--- config.mk ---
export PLATFORM = sky130hd
export DESIGN_NAME = number_to_ascii_formatter_core
export DESIGN_NICKNAME = d
export VERILOG_FILES = /design/src/rtl/n2a_pkg.sv /design/src/rtl/n2a_digit_sr.sv /design/src/rtl/number_to_ascii_formatter_core.sv
export SDC_FILE = /design/constraint.sdc
export NUM_CORES = 1
export LEC_CHECK = 0
export ABC_AREA = 1
export BUFFER_PORTS_ARGS = -buffer_cell sky130_fd_sc_hd__buf_2
export CELL_PAD_IN_SITES_DETAIL_PLACEMENT = 0
export CELL_PAD_IN_SITES_GLOBAL_PLACEMENT = 2
export CORE_MARGIN = 4
export CORE_UTILIZATION = 33
export DETAILED_ROUTE_END_ITERATION = 10
export GPL_TIMING_DRIVEN = 0
export PLACE_DENSITY = 0.84
export SLEW_MARGIN = 40
export SYNTH_ARGS = -nofsm -noshare
export SYNTH_HDL_FRONTEND = slang
export SYNTH_SLANG_ARGS = --single-unit
--- constraint.sdc ---
create_clock -name clk_i -period 3.1 [get_ports clk_i]
set_input_delay 0 -clock clk_i [delete_from_list [all_inputs] [get_ports clk_i]]
set_output_delay 0 -clock clk_i [all_outputs]
set_load 0.1 [all_outputs]
--- src/rtl/n2a_pkg.sv ---
// shared constants, types and helpers for the number to ascii formatter
package n2a_pkg;

  // bits of the input value taken into the conversion
  localparam int VALUE_BITS = 32;
  localparam int IN_VALUE_W = 32;
  localparam int CONV_BITS  = (VALUE_BITS < IN_VALUE_W) ? VALUE_BITS : IN_VALUE_W;

  // decimal digits needed for CONV_BITS bits (1233/4096 ~ log10(2))
  localparam int DEC_DIGITS = ((CONV_BITS * 1233) >> 12) + 1;
  localparam int DIG_W      = DEC_DIGITS * 4;
  localparam int CNT_W      = $clog2(DEC_DIGITS + 1);
  localparam int BIT_CNT_W  = $clog2(CONV_BITS + 1);

  localparam int CODE_W = 7;
  localparam int X_W    = 16;

  localparam logic [X_W-1:0]    CHAR_STEP  = X_W'(8);
  localparam logic [CODE_W-1:0] ASCII_ZERO = 7'h30;
  localparam logic [CODE_W-1:0] ASCII_A    = 7'h41;
  localparam logic [CODE_W-1:0] ASCII_X    = 7'h78;

  // prefix characters still to send in hex mode
  localparam logic [1:0] PFX_NONE = 2'd0;
  localparam logic [1:0] PFX_X    = 2'd1;
  localparam logic [1:0] PFX_ZERO = 2'd2;

  typedef enum logic [1:0] {
    ST_IDLE,
    ST_CONV,
    ST_SKIP,
    ST_EMIT
  } state_e;

  typedef enum logic [2:0] {
    OP_HOLD,
    OP_LOAD_DEC,
    OP_LOAD_HEX,
    OP_DABBLE,
    OP_NSHIFT
  } dig_op_e;

  typedef struct packed {
    dig_op_e               op;
    logic [CONV_BITS-1:0]  value;
  } dig_ctrl_t;

  function automatic logic [CODE_W-1:0] digit_to_ascii(input logic [3:0] d);
    logic [CODE_W-1:0] code;
    if (d < 4'd10) begin
      code = ASCII_ZERO + CODE_W'(d);
    end else begin
      code = ASCII_A + CODE_W'(d - 4'd10);
    end
    return code;
  endfunction

endpackage

--- src/rtl/n2a_digit_sr.sv ---
// digit shift register: double dabble conversion and nibble-serial readout
module n2a_digit_sr (
  input  logic               clk_i,
  input  n2a_pkg::dig_ctrl_t ctrl_i,
  output logic [3:0]         top_o
);

  logic [n2a_pkg::CONV_BITS-1:0] val_q, val_d;
  logic [n2a_pkg::DIG_W-1:0]     bcd_q, bcd_d;
  logic [n2a_pkg::DIG_W-1:0]     bcd_adj;

  // add 3 to every digit of 5 or more before the shift
  always_comb begin
    for (int i = 0; i < n2a_pkg::DEC_DIGITS; i++) begin
      if (bcd_q[i*4 +: 4] >= 4'd5) begin
        bcd_adj[i*4 +: 4] = bcd_q[i*4 +: 4] + 4'd3;
      end else begin
        bcd_adj[i*4 +: 4] = bcd_q[i*4 +: 4];
      end
    end
  end

  always_comb begin
    val_d = val_q;
    bcd_d = bcd_q;
    case (ctrl_i.op)
      n2a_pkg::OP_LOAD_DEC: begin
        val_d = ctrl_i.value;
        bcd_d = '0;
      end
      n2a_pkg::OP_LOAD_HEX: begin
        bcd_d = n2a_pkg::DIG_W'(ctrl_i.value);
      end
      n2a_pkg::OP_DABBLE: begin
        bcd_d = {bcd_adj[n2a_pkg::DIG_W-2:0], val_q[n2a_pkg::CONV_BITS-1]};
        val_d = {val_q[n2a_pkg::CONV_BITS-2:0], 1'b0};
      end
      n2a_pkg::OP_NSHIFT: begin
        bcd_d = {bcd_q[n2a_pkg::DIG_W-5:0], 4'h0};
      end
      default: begin
        val_d = val_q;
        bcd_d = bcd_q;
      end
    endcase
  end

  always_ff @(posedge clk_i) begin
    val_q <= val_d;
    bcd_q <= bcd_d;
  end

  assign top_o = bcd_q[n2a_pkg::DIG_W-1 -: 4];

endmodule

--- src/rtl/number_to_ascii_formatter_core.sv ---
// number to ascii formatter: decimal or 0x-prefixed hex characters with x positions
//
// channel  | dir | tdata                               | tuser | tlast
// s_axis   | in  | [31:0] value, [47:32] start_x      | mode  | -
// m_axis   | out | [6:0] char_code, [22:7] char_x, 0  | -     | last
//
// one number at a time. decimal: accept, double dabble conversion over every value bit,
// then leading zero digits dropped in skip with at least one digit kept, then the
// characters sent. hex: no conversion, the value is loaded directly, then skip and emit.
// reset clears the state machine and the output valid flag only.
// m_axis stalls during character output hold the sequencer in emit; the next
// number is taken while the final beat of the previous one waits in the output.
module number_to_ascii_formatter_core (
  input  logic        clk_i,
  input  logic        rst_ni,
  input  logic        s_axis_tvalid,
  output logic        s_axis_tready,
  input  logic [47:0] s_axis_tdata,  // [31:0] value, [47:32] start_x
  input  logic        s_axis_tuser,  // [0] mode: 1 hex, 0 decimal
  output logic        m_axis_tvalid,
  input  logic        m_axis_tready,
  output logic [23:0] m_axis_tdata,  // [6:0] char_code, [22:7] char_x, [23] zero
  output logic        m_axis_tlast   // final character of the number
);

  n2a_pkg::state_e state_q, state_d;

  logic [n2a_pkg::BIT_CNT_W-1:0] bit_cnt_q, bit_cnt_d;
  logic [n2a_pkg::CNT_W-1:0]     cnt_q, cnt_d;      // digits left in the register
  logic [1:0]                    pfx_q, pfx_d;      // prefix chars left
  logic [n2a_pkg::X_W-1:0]       x_q, x_d;

  // output register
  logic                          ovalid_q, ovalid_d;
  logic [n2a_pkg::CODE_W-1:0]    ocode_q, ocode_d;
  logic [n2a_pkg::X_W-1:0]       ox_q, ox_d;
  logic                          olast_q, olast_d;

  n2a_pkg::dig_ctrl_t dig_ctrl;
  logic [3:0]         top_dig;

  logic in_fire;
  logic slot_free;
  logic emit_fire;
  logic emit_last;

  assign s_axis_tready = (state_q == n2a_pkg::ST_IDLE);
  assign in_fire       = s_axis_tvalid && s_axis_tready;
  assign slot_free     = !ovalid_q || m_axis_tready;
  assign emit_fire     = (state_q == n2a_pkg::ST_EMIT) && slot_free;
  assign emit_last     = (pfx_q == n2a_pkg::PFX_NONE) && (cnt_q == n2a_pkg::CNT_W'(1));

  n2a_digit_sr u_digits (
    .clk_i  (clk_i),
    .ctrl_i (dig_ctrl),
    .top_o  (top_dig)
  );

  // next state
  always_comb begin
    state_d = state_q;
    case (state_q)
      n2a_pkg::ST_IDLE: begin
        if (in_fire) begin
          state_d = s_axis_tuser ? n2a_pkg::ST_SKIP : n2a_pkg::ST_CONV;
        end
      end
      n2a_pkg::ST_CONV: begin
        if (bit_cnt_q == n2a_pkg::BIT_CNT_W'(1)) begin
          state_d = n2a_pkg::ST_SKIP;
        end
      end
      n2a_pkg::ST_SKIP: begin
        // leading zeros go one per cycle, keep at least one digit
        if (!(top_dig == 4'h0 && cnt_q > n2a_pkg::CNT_W'(1))) begin
          state_d = n2a_pkg::ST_EMIT;
        end
      end
      n2a_pkg::ST_EMIT: begin
        if (emit_fire && emit_last) begin
          state_d = n2a_pkg::ST_IDLE;
        end
      end
      default: state_d = n2a_pkg::ST_IDLE;
    endcase
  end

  // datapath control and output register loading
  always_comb begin
    dig_ctrl.op    = n2a_pkg::OP_HOLD;
    dig_ctrl.value = s_axis_tdata[n2a_pkg::CONV_BITS-1:0];
    bit_cnt_d      = bit_cnt_q;
    cnt_d          = cnt_q;
    pfx_d          = pfx_q;
    x_d            = x_q;
    ovalid_d       = ovalid_q && !m_axis_tready;
    ocode_d        = ocode_q;
    ox_d           = ox_q;
    olast_d        = olast_q;

    case (state_q)
      n2a_pkg::ST_IDLE: begin
        if (in_fire) begin
          dig_ctrl.op = s_axis_tuser ? n2a_pkg::OP_LOAD_HEX : n2a_pkg::OP_LOAD_DEC;
          bit_cnt_d   = n2a_pkg::BIT_CNT_W'(n2a_pkg::CONV_BITS);
          cnt_d       = n2a_pkg::CNT_W'(n2a_pkg::DEC_DIGITS);
          pfx_d       = s_axis_tuser ? n2a_pkg::PFX_ZERO : n2a_pkg::PFX_NONE;
          x_d         = s_axis_tdata[47:32];
        end
      end
      n2a_pkg::ST_CONV: begin
        dig_ctrl.op = n2a_pkg::OP_DABBLE;
        bit_cnt_d   = bit_cnt_q - n2a_pkg::BIT_CNT_W'(1);
      end
      n2a_pkg::ST_SKIP: begin
        if (top_dig == 4'h0 && cnt_q > n2a_pkg::CNT_W'(1)) begin
          dig_ctrl.op = n2a_pkg::OP_NSHIFT;
          cnt_d       = cnt_q - n2a_pkg::CNT_W'(1);
        end
      end
      n2a_pkg::ST_EMIT: begin
        if (emit_fire) begin
          ovalid_d = 1'b1;
          ox_d     = x_q;
          olast_d  = emit_last;
          x_d      = x_q + n2a_pkg::CHAR_STEP;
          if (pfx_q == n2a_pkg::PFX_ZERO) begin
            ocode_d = n2a_pkg::ASCII_ZERO;
            pfx_d   = n2a_pkg::PFX_X;
          end else if (pfx_q == n2a_pkg::PFX_X) begin
            ocode_d = n2a_pkg::ASCII_X;
            pfx_d   = n2a_pkg::PFX_NONE;
          end else begin
            ocode_d     = n2a_pkg::digit_to_ascii(top_dig);
            dig_ctrl.op = n2a_pkg::OP_NSHIFT;
            cnt_d       = cnt_q - n2a_pkg::CNT_W'(1);
          end
        end
      end
      default: begin
        dig_ctrl.op = n2a_pkg::OP_HOLD;
      end
    endcase
  end

  always_ff @(posedge clk_i or negedge rst_ni) begin
    if (!rst_ni) begin
      state_q  <= n2a_pkg::ST_IDLE;
      ovalid_q <= 1'b0;
    end else begin
      state_q  <= state_d;
      ovalid_q <= ovalid_d;
    end
  end

  always_ff @(posedge clk_i) begin
    bit_cnt_q <= bit_cnt_d;
    cnt_q     <= cnt_d;
    pfx_q     <= pfx_d;
    x_q       <= x_d;
    ocode_q   <= ocode_d;
    ox_q      <= ox_d;
    olast_q   <= olast_d;
  end

  assign m_axis_tvalid = ovalid_q;
  assign m_axis_tdata  = {1'b0, ox_q, ocode_q};
  assign m_axis_tlast  = olast_q;

`ifndef SYNTH
  // the final character returns the sequencer to idle
  a_last_to_idle: assert property (@(posedge clk_i) disable iff (!rst_ni)
    emit_fire && emit_last |=> state_q == n2a_pkg::ST_IDLE)
    else $error("sequencer not idle after final character");

  // conversion never runs with an empty bit counter
  a_conv_cnt: assert property (@(posedge clk_i) disable iff (!rst_ni)
    state_q == n2a_pkg::ST_CONV |-> bit_cnt_q != '0)
    else $error("double dabble bit counter underflow");

  // a number always keeps at least one digit to send
  a_digit_left: assert property (@(posedge clk_i) disable iff (!rst_ni)
    (state_q == n2a_pkg::ST_SKIP || state_q == n2a_pkg::ST_EMIT) |-> cnt_q != '0)
    else $error("digit count reached zero before the final character");

  // an input beat always starts conversion or, in hex mode, the skip state
  a_busy_no_accept: assert property (@(posedge clk_i) disable iff (!rst_ni)
    in_fire |=> state_q == n2a_pkg::ST_CONV || state_q == n2a_pkg::ST_SKIP)
    else $error("unexpected state after input beat");
`endif

endmodule

; Word level (Yosys, flattened, before mapping)
; Cells that the tools add are included.
[classes]
magnitude_cmp = 12
n_reduce_logical = 24
eq_ne = 20
n_mux = 46
add_sub_neg = 16
[ops]
columns = op, n
row1 = $pmux 40 s4, 1
row2 = $pmux 32 s2, 1
row3 = $mux 4, 14
row4 = $ge 4x3->1 const B, 10
row5 = $add 4x2->4 const B, 9
row6 = $mux 16, 2
row7 = $pmux 16 s2, 1
row8 = $mux 2, 12
row9 = $add 16x4->16 const B, 1
row10 = $mux 3, 5
row11 = $mux 7, 2
row12 = $ne 2x2->1 const B, 6
row13 = $pmux 3 s4, 1
row14 = $pmux 4 s3, 1
row15 = $pmux 6 s2, 1
row16 = $pmux 2 s4, 1
row17 = $reduce_and 4->1, 2
row18 = $add 6x4->7 const A, 1
row19 = $add 7x7->7 const A, 1
row20 = $eq 2x2->1 const B, 3
row21 = $eq 3x2->1 const B, 2
row22 = $eq 6x1->1 const B, 1
row23 = $logic_and 1x1->1, 6
row24 = $mux 6, 1
row25 = other kinds (25), 33
[word_totals]
regBits = 127

; Logic depth before layout (Yosys ltp)
; Gate-level depths: netlist of run 1.
[logic_depth]
depth_word = 7
mapped_depth = 11

; Modules after synthesis
; From an unflattened synthesis of run 1, not the netlist that was laid out.
[hier_totals]
hier_cells = 871
area_unflattened_um2 = 7409.6
[by_module_without_submodules]
columns = mod, cells_per_inst, area_per_inst_um2, instances
row1 = n2a_digit_sr, 575, 4494.3, 1
row2 = number_to_ascii_formatter_core, 296, 2915.3, 1

; Worst setup path after synthesis of run 1
; OpenSTA, ideal clock, no wires.
[synth_path]
path_type = register -> register
start = register ovalid_q (netlist: m_axis_tvalid)
end = register u_digits.bcd_q[0] (netlist name), enable pin
path_buffers = 1
t_arrival_ns = 3.031
synth_period_minus_slack_ns = 3.562
required_time_ns = 2.569
path_stages_with_launch = 8
path_slack_ns = -0.462
path_cell_list = dfrtp_1 a21oi_2 nand2_1 nand2_4 nand2_4 buf_6 a21oi_1 nand2_1
[synth_between]
elab_chain_len = 7
word_cells_on_any_way = 10
[synth_rtl]
columns = element, line_no
row1 = from (decl), number_to_ascii_formatter_core.sv:34  ; logic ovalid_q, ovalid_d;
row2 = from (signal assigned), number_to_ascii_formatter_core.sv:152  ; ovalid_q <= ovalid_d;
row3 = $logic_not 1->1 *, number_to_ascii_formatter_core.sv:49  ; assign slot_free = !ovalid_q || m_axis_tready;
row4 = $logic_or 1x1->1 *, number_to_ascii_formatter_core.sv:49
row5 = $logic_and 1x1->1 *, number_to_ascii_formatter_core.sv:50  ; assign emit_fire = (state_q == n2a_pkg::ST_EMIT) && slot_free;
row6 = $mux 3 *, number_to_ascii_formatter_core.sv:122  ; if (emit_fire) begin
row7 = $pmux 3 s4 *, number_to_ascii_formatter_core.sv:101  ; case (state_q)
row8 = $eq 3x1->1 (tied with other cells), n2a_digit_sr.sv:26  ; case (ctrl_i.op)
row9 = $reduce_bool 4->1 (no source line) *, -
row10 = to (signal assigned), n2a_digit_sr.sv:50  ; bcd_q <= bcd_d;
row11 = to (decl), n2a_digit_sr.sv:9  ; logic [n2a_pkg::DIG_W-1:0] bcd_q, bcd_d;
; Every way passes the cells marked *; elsewhere a longest branch is shown, timed or not.
; A chain may end at the register's enable or synchronous reset.

; Worst setup path in the final report of run 1
[layout_path]
start = register state_q[0]
end = register u_digits.bcd_q[26] (netlist name), enable pin
[layout_between]
elab_chain_len = 6
word_cells_on_any_way = 14
[layout_rtl]
columns = element, line_no
row1 = from (decl), number_to_ascii_formatter_core.sv:26  ; n2a_pkg::state_e state_q, state_d;
row2 = from (signal assigned), number_to_ascii_formatter_core.sv:148  ; state_q <= n2a_pkg::ST_IDLE;
row3 = from (signal assigned), number_to_ascii_formatter_core.sv:151  ; state_q <= state_d;
row4 = $eq 2x2->1 / $logic_not 2->1 (equally long branches), "number_to_ascii_formatter_core.sv:50, number_to_ascii_formatter_core.sv:101, number_to_ascii_formatter_core.sv:47"
row5 = "$logic_and 1x1->1, on equally long branches", "number_to_ascii_formatter_core.sv:50, number_to_ascii_formatter_core.sv:48"
row6 = $mux 3 / $mux 2 (equally long branches), "number_to_ascii_formatter_core.sv:122, number_to_ascii_formatter_core.sv:103"
row7 = $pmux 3 s4 *, number_to_ascii_formatter_core.sv:101
row8 = $eq 3x1->1 (tied with other cells), n2a_digit_sr.sv:26
row9 = $reduce_bool 4->1 (no source line) *, -
; Marked as above.

==> run_results.csv, run 1 <==
group,metric,value,unit
routing,vias,6226,
setup_path,r2r_start,"state_q[0]",
floorplanning,design.core.area,22000,sq um
synthesis,ys_seq_area_share,51.4,%
global_route,grt_pass1_wl,32400,microns
sta,min_period,2.83,ns
final_layout,fin_nets,1072,
sta,rsz0062_at_grt,"false",
sta,slew_headroom,50.3,%
placed_design,dpl_cell_area,8160,sq um
routing,wl_per_cell,15.5,microns
run,drv_cap,0,
synthesis,synth_fp_nets,922,
sta,fmax,0.354,GHz
floorplanning,rows,54,
routing,wl,19800,microns
setup_path,crit_type,"register to register",
setup_path,worstPathRequired,3.19,ns
setup_path,crit_end,"u_digits.bcd_q[26]",
global_route,antenna_found_initial,0,
cts,cts_setup_buffers,0,
pwr,p_per_area,1080,nW/um^2
placed_design,io_buffers,78,
setup_path,crit_path_end_kind,"register",
cts,clk_pin_slew,0.06,ns
final_layout,final_layout_size_suffix_gt1_share,15.5,%
synthesis,async_flop_share,2.36,%
setup_path,crit_arrival,2.91,ns
cts,htree_levels,4,
global_route,grt_overflow,0,
synthesis,synth_cells,831,
floorplanning,die_x,158,microns
synthesis,avgSynthCellArea,8.90,sq um
setup_path,reg2reg_to,"u_digits.bcd_q[26]",
routing,drtIter0Drc,418,
cts,cts.sinks,127,
sta,finalCritPeriodShare,91.1,%
hold_path,hold_class,"primary input to register",
setup_path,path_max_fanout,40,
sta,final_hold_viol_count,0,
global_route,grt_pass1_vias,6219,
setup_path,reg2reg_depth,10,
setup_path,r2r_slack,0.27,ns
sta,worst_slew_pin_slew,0.745,ns
synthesis,ys_seq_elements,127,
synthesis,synth_edf_count,124,
routing,ant_nets,0,
synthesis,yosysWarnings,0,
floorplanning,die_h,158,microns
cts,clock_latency,0.42,ns
sta,finalSetupViolCount,0,
floorplanning,die_area,24900,sq um
cts,cts.path.max_buffers,2,
placed_design,gp_congestion,0.843,
routing,post-route-drc-count,0,
cts,cts_tree,"yes",
synthesis,netlist_area,7400,sq um
final_layout,n_antenna_cell,0,
final_layout,syn_to_final_growth,25.4,%
cts,numCtsBuffers,17,
pwr,power,10000,uW
outcome,outcome,"completed",
sta,finalMaxSlewViolations,0,
synthesis,synth_ff_type,"edfxtp_1",
cts,clock-root-buffer,"clkbuf_16",
final_layout,final_area,9270,sq um
routing,via_per_inst,4.89,
setup_path,start_kind,"register",
pwr,peakVddDrop,0.463,mV
placed_design,dp_hpwl,13500,microns
routing,first_pass_iters,5,
floorplanning,io_pins,80,
floorplanning,start_util,33.7,%
synthesis,ys_types,35,
global_route,grt_use_total,16.5,%
setup_path,worstSetupStartpoint,"state_q[0]",
pwr,p_leak,0.00406,uW
sta,fin_skew,0.00843,ns
global_route,grt_max_degree,41,
-- final cells by class --
cell class              instances  area, sq um
plain buffers                  36          181
clock buffers                  17          425
clock inverters                15          140
fillers                      2190        12700
inverters                      97          364
multi-input cells             572         3100
flip-flops and latches        127         3800
well taps                     280          350
repair buffers                130          911
-- critical path, cell delays in order (launching register included) --
cell,delay [ns]
dfrtp_1,0.42
ha_1,0.17
buf_4,0.16
inv_2,0.09
a21oi_4,0.41
nand2_1,0.17
nand2_4,0.14
nand2_4,0.10
buf_6,0.17
a21oi_1,0.33
nand2_8,0.32
-- cells by family after synthesis --
group / count (synthesis) / share of synthesized area [%]
compound gates: 94 / 6.77
other cells: 1 / 0.0507
buf+inv: 133 / 7.38
xor+xnor: 14 / 1.66
flops: 127 / 51.4
fa+ha+maj: 38 / 6.43
simple gates: 424 / 26.4
-- cell usage after synthesis (2+ instances only) --
master	instances	area, sq um
o211ai_1	5	37.5
ha_1	38	475
nand3_2	10	100
buf_4	5	37.5
xor2_1	13	114
buf_6	2	22.5
buf_1	6	22.5
nand4_1	36	225
a21oi_1	33	165
or2_2	3	18.8
nand2_4	3	33.8
nand3_1	115	576
o21a_1	2	15.0
edfxtp_1	124	3720
nand2_1	204	766
buf_2	10	50.1
inv_1	93	349
o21ai_0	48	240
inv_2	3	11.3
nor3_1	6	30.0
nor2_1	44	165
dfrtp_1	3	75.1
clkbuf_1	13	48.8
-- through the flow --
step                      setup WS, ns  util [%]  cells  setup TNS (ns)  hold WS [ns]
after floorplan                 0.0152         -    831               0        -0.296
after global routing            0.0296      42.2   1274               0         0.251
after CTS                        0.132      42.2   1274               0         0.197
after detailed placement       -0.0881      37.2   1189           -3.43        -0.189
after global placement          -0.815      37.1   1189          -40.50        -0.188
final                            0.275      42.2   1274               0         0.200
-- worst min path at each step --
stage,start,end,slack (ns),depth (start not counted)
floorplan,rst_ni,m_axis_tvalid,-0.30,0
global placement,rst_ni,m_axis_tvalid,-0.19,1
detailed placement,rst_ni,m_axis_tvalid,-0.19,1
CTS,s_axis_tvalid,x_q[1],0.20,5
global route,s_axis_tvalid,x_q[1],0.25,5
finish,s_axis_tvalid,x_q[0],0.20,5
-- power by group --
part,switching [uW],internal [uW],total [uW]
Combinational,3190,1270,4460
Sequential,580,3030,3610
Clock,899,1070,1970
-- cell usage in the layout (no fill, tap or decap), types with 13 or more instances in the layout --
cell           count
clkbuf_1          13
dlygate4sd3_1     52
xor2_1            13
clkbuf_16         17
edfxtp_1         124
ha_1              38
nand4_1           36
o21ai_0           47
inv_1             93
nor2_1            44
buf_2             88
nand3_1          115
nand2_1          202
a21oi_1           32
-- sequential cells by signal (all words and copies together), names as in the netlist --
signal / flops
u_digits.bcd_q: 40
m_axis_tlast: 1
u_digits.val_q: 32
pfx_q: 2
ox_q: 16
cnt_q: 4
state_q: 2
m_axis_tvalid: 1
bit_cnt_q: 6
ocode_q: 7
x_q: 16
-- routing by layer --
layer | vias to the layer above | track usage [%] | wire [microns]
li1 | 3149 | - | -
met2 | 126 | 27.8 | 9370
met5 | - | 0 | 0
met3 | 26 | 2.95 | 705
met4 | 0 | 4.67 | 286
met1 | 2925 | 21.8 | 9440
-- timing repair --
action,CTS,global route
hold buffers,52,0
setup endpoints to repair,40,40
hold endpoints to repair,86,0
resized for setup,0,1
gates cloned,1,0
Note: power is estimated with default switching activity, not from simulation.
==> inputs of run 2 (changes only) <==
--- a/config.mk
+++ b/config.mk
@@ -20 +20,2 @@
 export SYNTH_SLANG_ARGS = --single-unit
+export TNS_END_PERCENT = 100
==> constraint.sdc (replaced) <==
create_clock -name clk_i -period 3.1 [get_ports clk_i]
set_input_delay 0.465 -clock clk_i [delete_from_list [all_inputs] [get_ports clk_i]]
set_output_delay 0.465 -clock clk_i [all_outputs]
set_load 0.1 [all_outputs]
==> run 2 against run 1 <==
Compared with the run above: power is 0.63% lower; non-clock buffer count down 51; utilization decreased by 2.3 points; hold slack improved by 0.12 ns; die area stayed put; count of clock-buffer cells in the layout unchanged; setup slack barely moved; cell count down 4.0%; maximum frequency about the same; first-iteration DRC count grew 2.9%; via count shrank 3.0%; critical path depth is the same; critical path type unchanged; critical endpoint is now u_digits.bcd_q[8]; highest routed layer unchanged.
==> run_results.csv, run 2 (synthesized netlist as in run 1, its figures left out) <==
group,metric,value,unit
pwr,peakVddDrop,0.462,mV
final_layout,layout_commonest_cell,"nand2_1",
final_layout,final_layout_size_suffix_gt1_share,16.3,%
cts,clk_pin_slew,0.07,ns
pwr,p_seq_share,36.2,%
global_route,antenna_found_initial,0,
placed_design,dp_hpwl,13500,microns
setup_path,path_cells,"ha_1 -> buf_4 -> inv_2 -> a21oi_4 -> nand2_1 -> nand2_4 -> nand2_4 -> buf_6 -> a21oi_1 -> nand2_8",
cts,cts.sinks,127,
setup_path,crit_top_cell,"nand2_4",
pwr,p_comb_share,44.1,%
routing,post-route-drc-count,0,
cts,numCtsBuffers,17,
placed_design,gp_congestion,0.843,
pwr,p_switching,4650,uW
setup_path,reg2reg_depth,10,
floorplanning,rows,54,
setup_path,crit_path_end_kind,"register",
placed_design,io_buffers,78,
setup_path,path_buf_inv,3,
global_route,grt_overflow,0,
setup_path,max_stage_delay,0.42,ns
global_route,grt_pass1_vias,5913,
final_layout,top_regs,"u_digits.bcd_q x40, u_digits.val_q x32",
pwr,swShare,46.6,%
pwr,p_clk_share,19.7,%
sta,finalSetupViolCount,0,
sta,final_hold_viol_count,0,
setup_path,reg2reg_to,"u_digits.bcd_q[8]",
placed_design,dp_slack,-0.0881,ns
sta,worst_slew_pin_slew,0.745,ns
run,drv_cap,0,
setup_path,path_max_fanout,40,
floorplanning,die_area,24900,sq um
hold_path,hold_class,"primary input to register",
sta,finalCritPeriodShare,91.1,%
cts,cts.path.max_buffers,2,
pwr,power,9970,uW
cts,htree_levels,4,
setup_path,slowest_stage,"dfrtp_1",
cts,clock_latency,0.42,ns
routing,vias,6039,
floorplanning,start_util,33.7,%
sta,setup_slack,0.275,ns
final_layout,final_area,8760,sq um
final_layout,largest_reg_flops,40,
sta,fmax,0.354,GHz
routing,wl,19300,microns
routing,ant_nets,0,
setup_path,r2r_start,"state_q[0]",
final_layout,multiInputGateArea,3100,sq um
floorplanning,die_h,158,microns
final_layout,postLayoutCoreUtil,39.9,%
cts,clock-root-buffer,"clkbuf_16",
final_layout,final_cells,1223,
final_layout,syn_to_final_growth,18.5,%
pwr,p_leak,0.00385,uW
placed_design,dpl_cell_area,8160,sq um
outcome,outcome,"completed",
sta,fin_skew,0.00906,ns
sta,rsz0062_at_grt,"false",
setup_path,worstPathRequired,3.18,ns
cts,cts_setup_buffers,0,
setup_path,cp_num_cells,10,
routing,via_per_inst,4.94,
routing,drtIter0Drc,430,
setup_path,worstSetupStartpoint,"state_q[0]",
final_layout,n_fill_cell,2233,
routing,wl_per_cell,15.8,microns
final_layout,ff_latch_area,3800,sq um
cts,cts_tree,"yes",
setup_path,path_delay_family,"compound AO/OA/AOI/OAI gates",
global_route,grt_pass1_wl,31300,microns
placed_design,placed_cells,1189,
final_layout,fin_nets,1021,
pwr,p_int,5330,uW
floorplanning,design.core.area,22000,sq um
global_route,grt_use_total,16.1,%
routing,first_pass_iters,4,
sta,min_period,2.83,ns
final_layout,n_antenna_cell,0,
global_route,grt_max_degree,41,
setup_path,r2r_slack,0.27,ns
pwr,p_per_area,1140,nW/um^2
floorplanning,io_pins,80,
setup_path,crit_arrival,2.91,ns
sta,finalMaxSlewViolations,0,
final_layout,final_cell_mix,"nand2_1, edfxtp_1, nand3_1, inv_1, buf_2",
final_layout,top_register,"u_digits.bcd_q",
floorplanning,die_x,158,microns
setup_path,crit_end,"u_digits.bcd_q[8]",
setup_path,start_kind,"register",
setup_path,crit_type,"register to register",
sta,slew_headroom,50.3,%
-- run 2: cell count changes in the layout (fill, tap and decap cells not counted), sizes merged --
cell         change
dlygate4sd3     -51
-- run 2: per-layer routing --
metal	part of all wire (%)	vias up	global-route usage [%]
li1	-	3051	-
met1	48	2836	21.4
met2	47	131	26.8
met3	3.7	21	3.03
met4	1.3	0	4.47
met5	0	-	0
-- run 2: what timing repair did --
item,4_1_cts,5_1_grt
hold buffers,1,0
hold endpoints to repair,3,0
gates cloned,1,0
endpoints found under the setup margin,40,40
resized for setup,0,1
-- run 2: through the flow --
step	setup TNS (ns)	hold WS [ns]
2_1_floorplan	0	0.169
3_3_place_gp	-40.50	0.277
3_5_place_dp	-3.43	0.276
4_1_cts	0	0.303
5_1_grt	0	0.314
6_report	0	0.318
-- run 2: worst min-delay path by stage --
stage                     depth (start not counted)             to             start  slack, ns
after floorplan                                   0  m_axis_tvalid            rst_ni       0.17
after global placement                            1  m_axis_tvalid            rst_ni       0.28
after detailed placement                          1  m_axis_tvalid            rst_ni       0.28
after CTS                                         3        x_q[14]  s_axis_tdata[46]       0.30
after global routing                              3         x_q[7]  s_axis_tdata[39]       0.31
final                                             3         x_q[4]  s_axis_tdata[36]       0.32
-- run 2: layout make-up --
cell class / count / area share (%)
inverter: 97 / 4.15
timing repair buffer: 79 / 4.57
buffer: 36 / 2.07
tap: 280 / 4.00
clock buffer: 17 / 4.85
multi-input combinational: 572 / 35.4
sequential: 127 / 43.3
clock inverter: 15 / 1.60
-- run 2: worst register-to-register path, stage by stage (launching register included) --
cell     delay (ns)
dfrtp_1        0.42
ha_1           0.17
buf_4          0.16
inv_2          0.09
a21oi_4        0.41
nand2_1        0.18
nand2_4        0.14
nand2_4        0.10
buf_6          0.17
a21oi_1        0.34
nand2_8        0.33
-- run 2: power by group through the flow --
stage / registers [uW] / clock network [uW] / logic (uW)
detailed placement: 3640 / 0 / 4380
finish: 3610 / 1960 / 4400
global route: 3720 / 2080 / 4990
global placement: 3650 / 0 / 4320
floorplan: 3940 / 0 / 2860
CTS: 3610 / 2000 / 4410
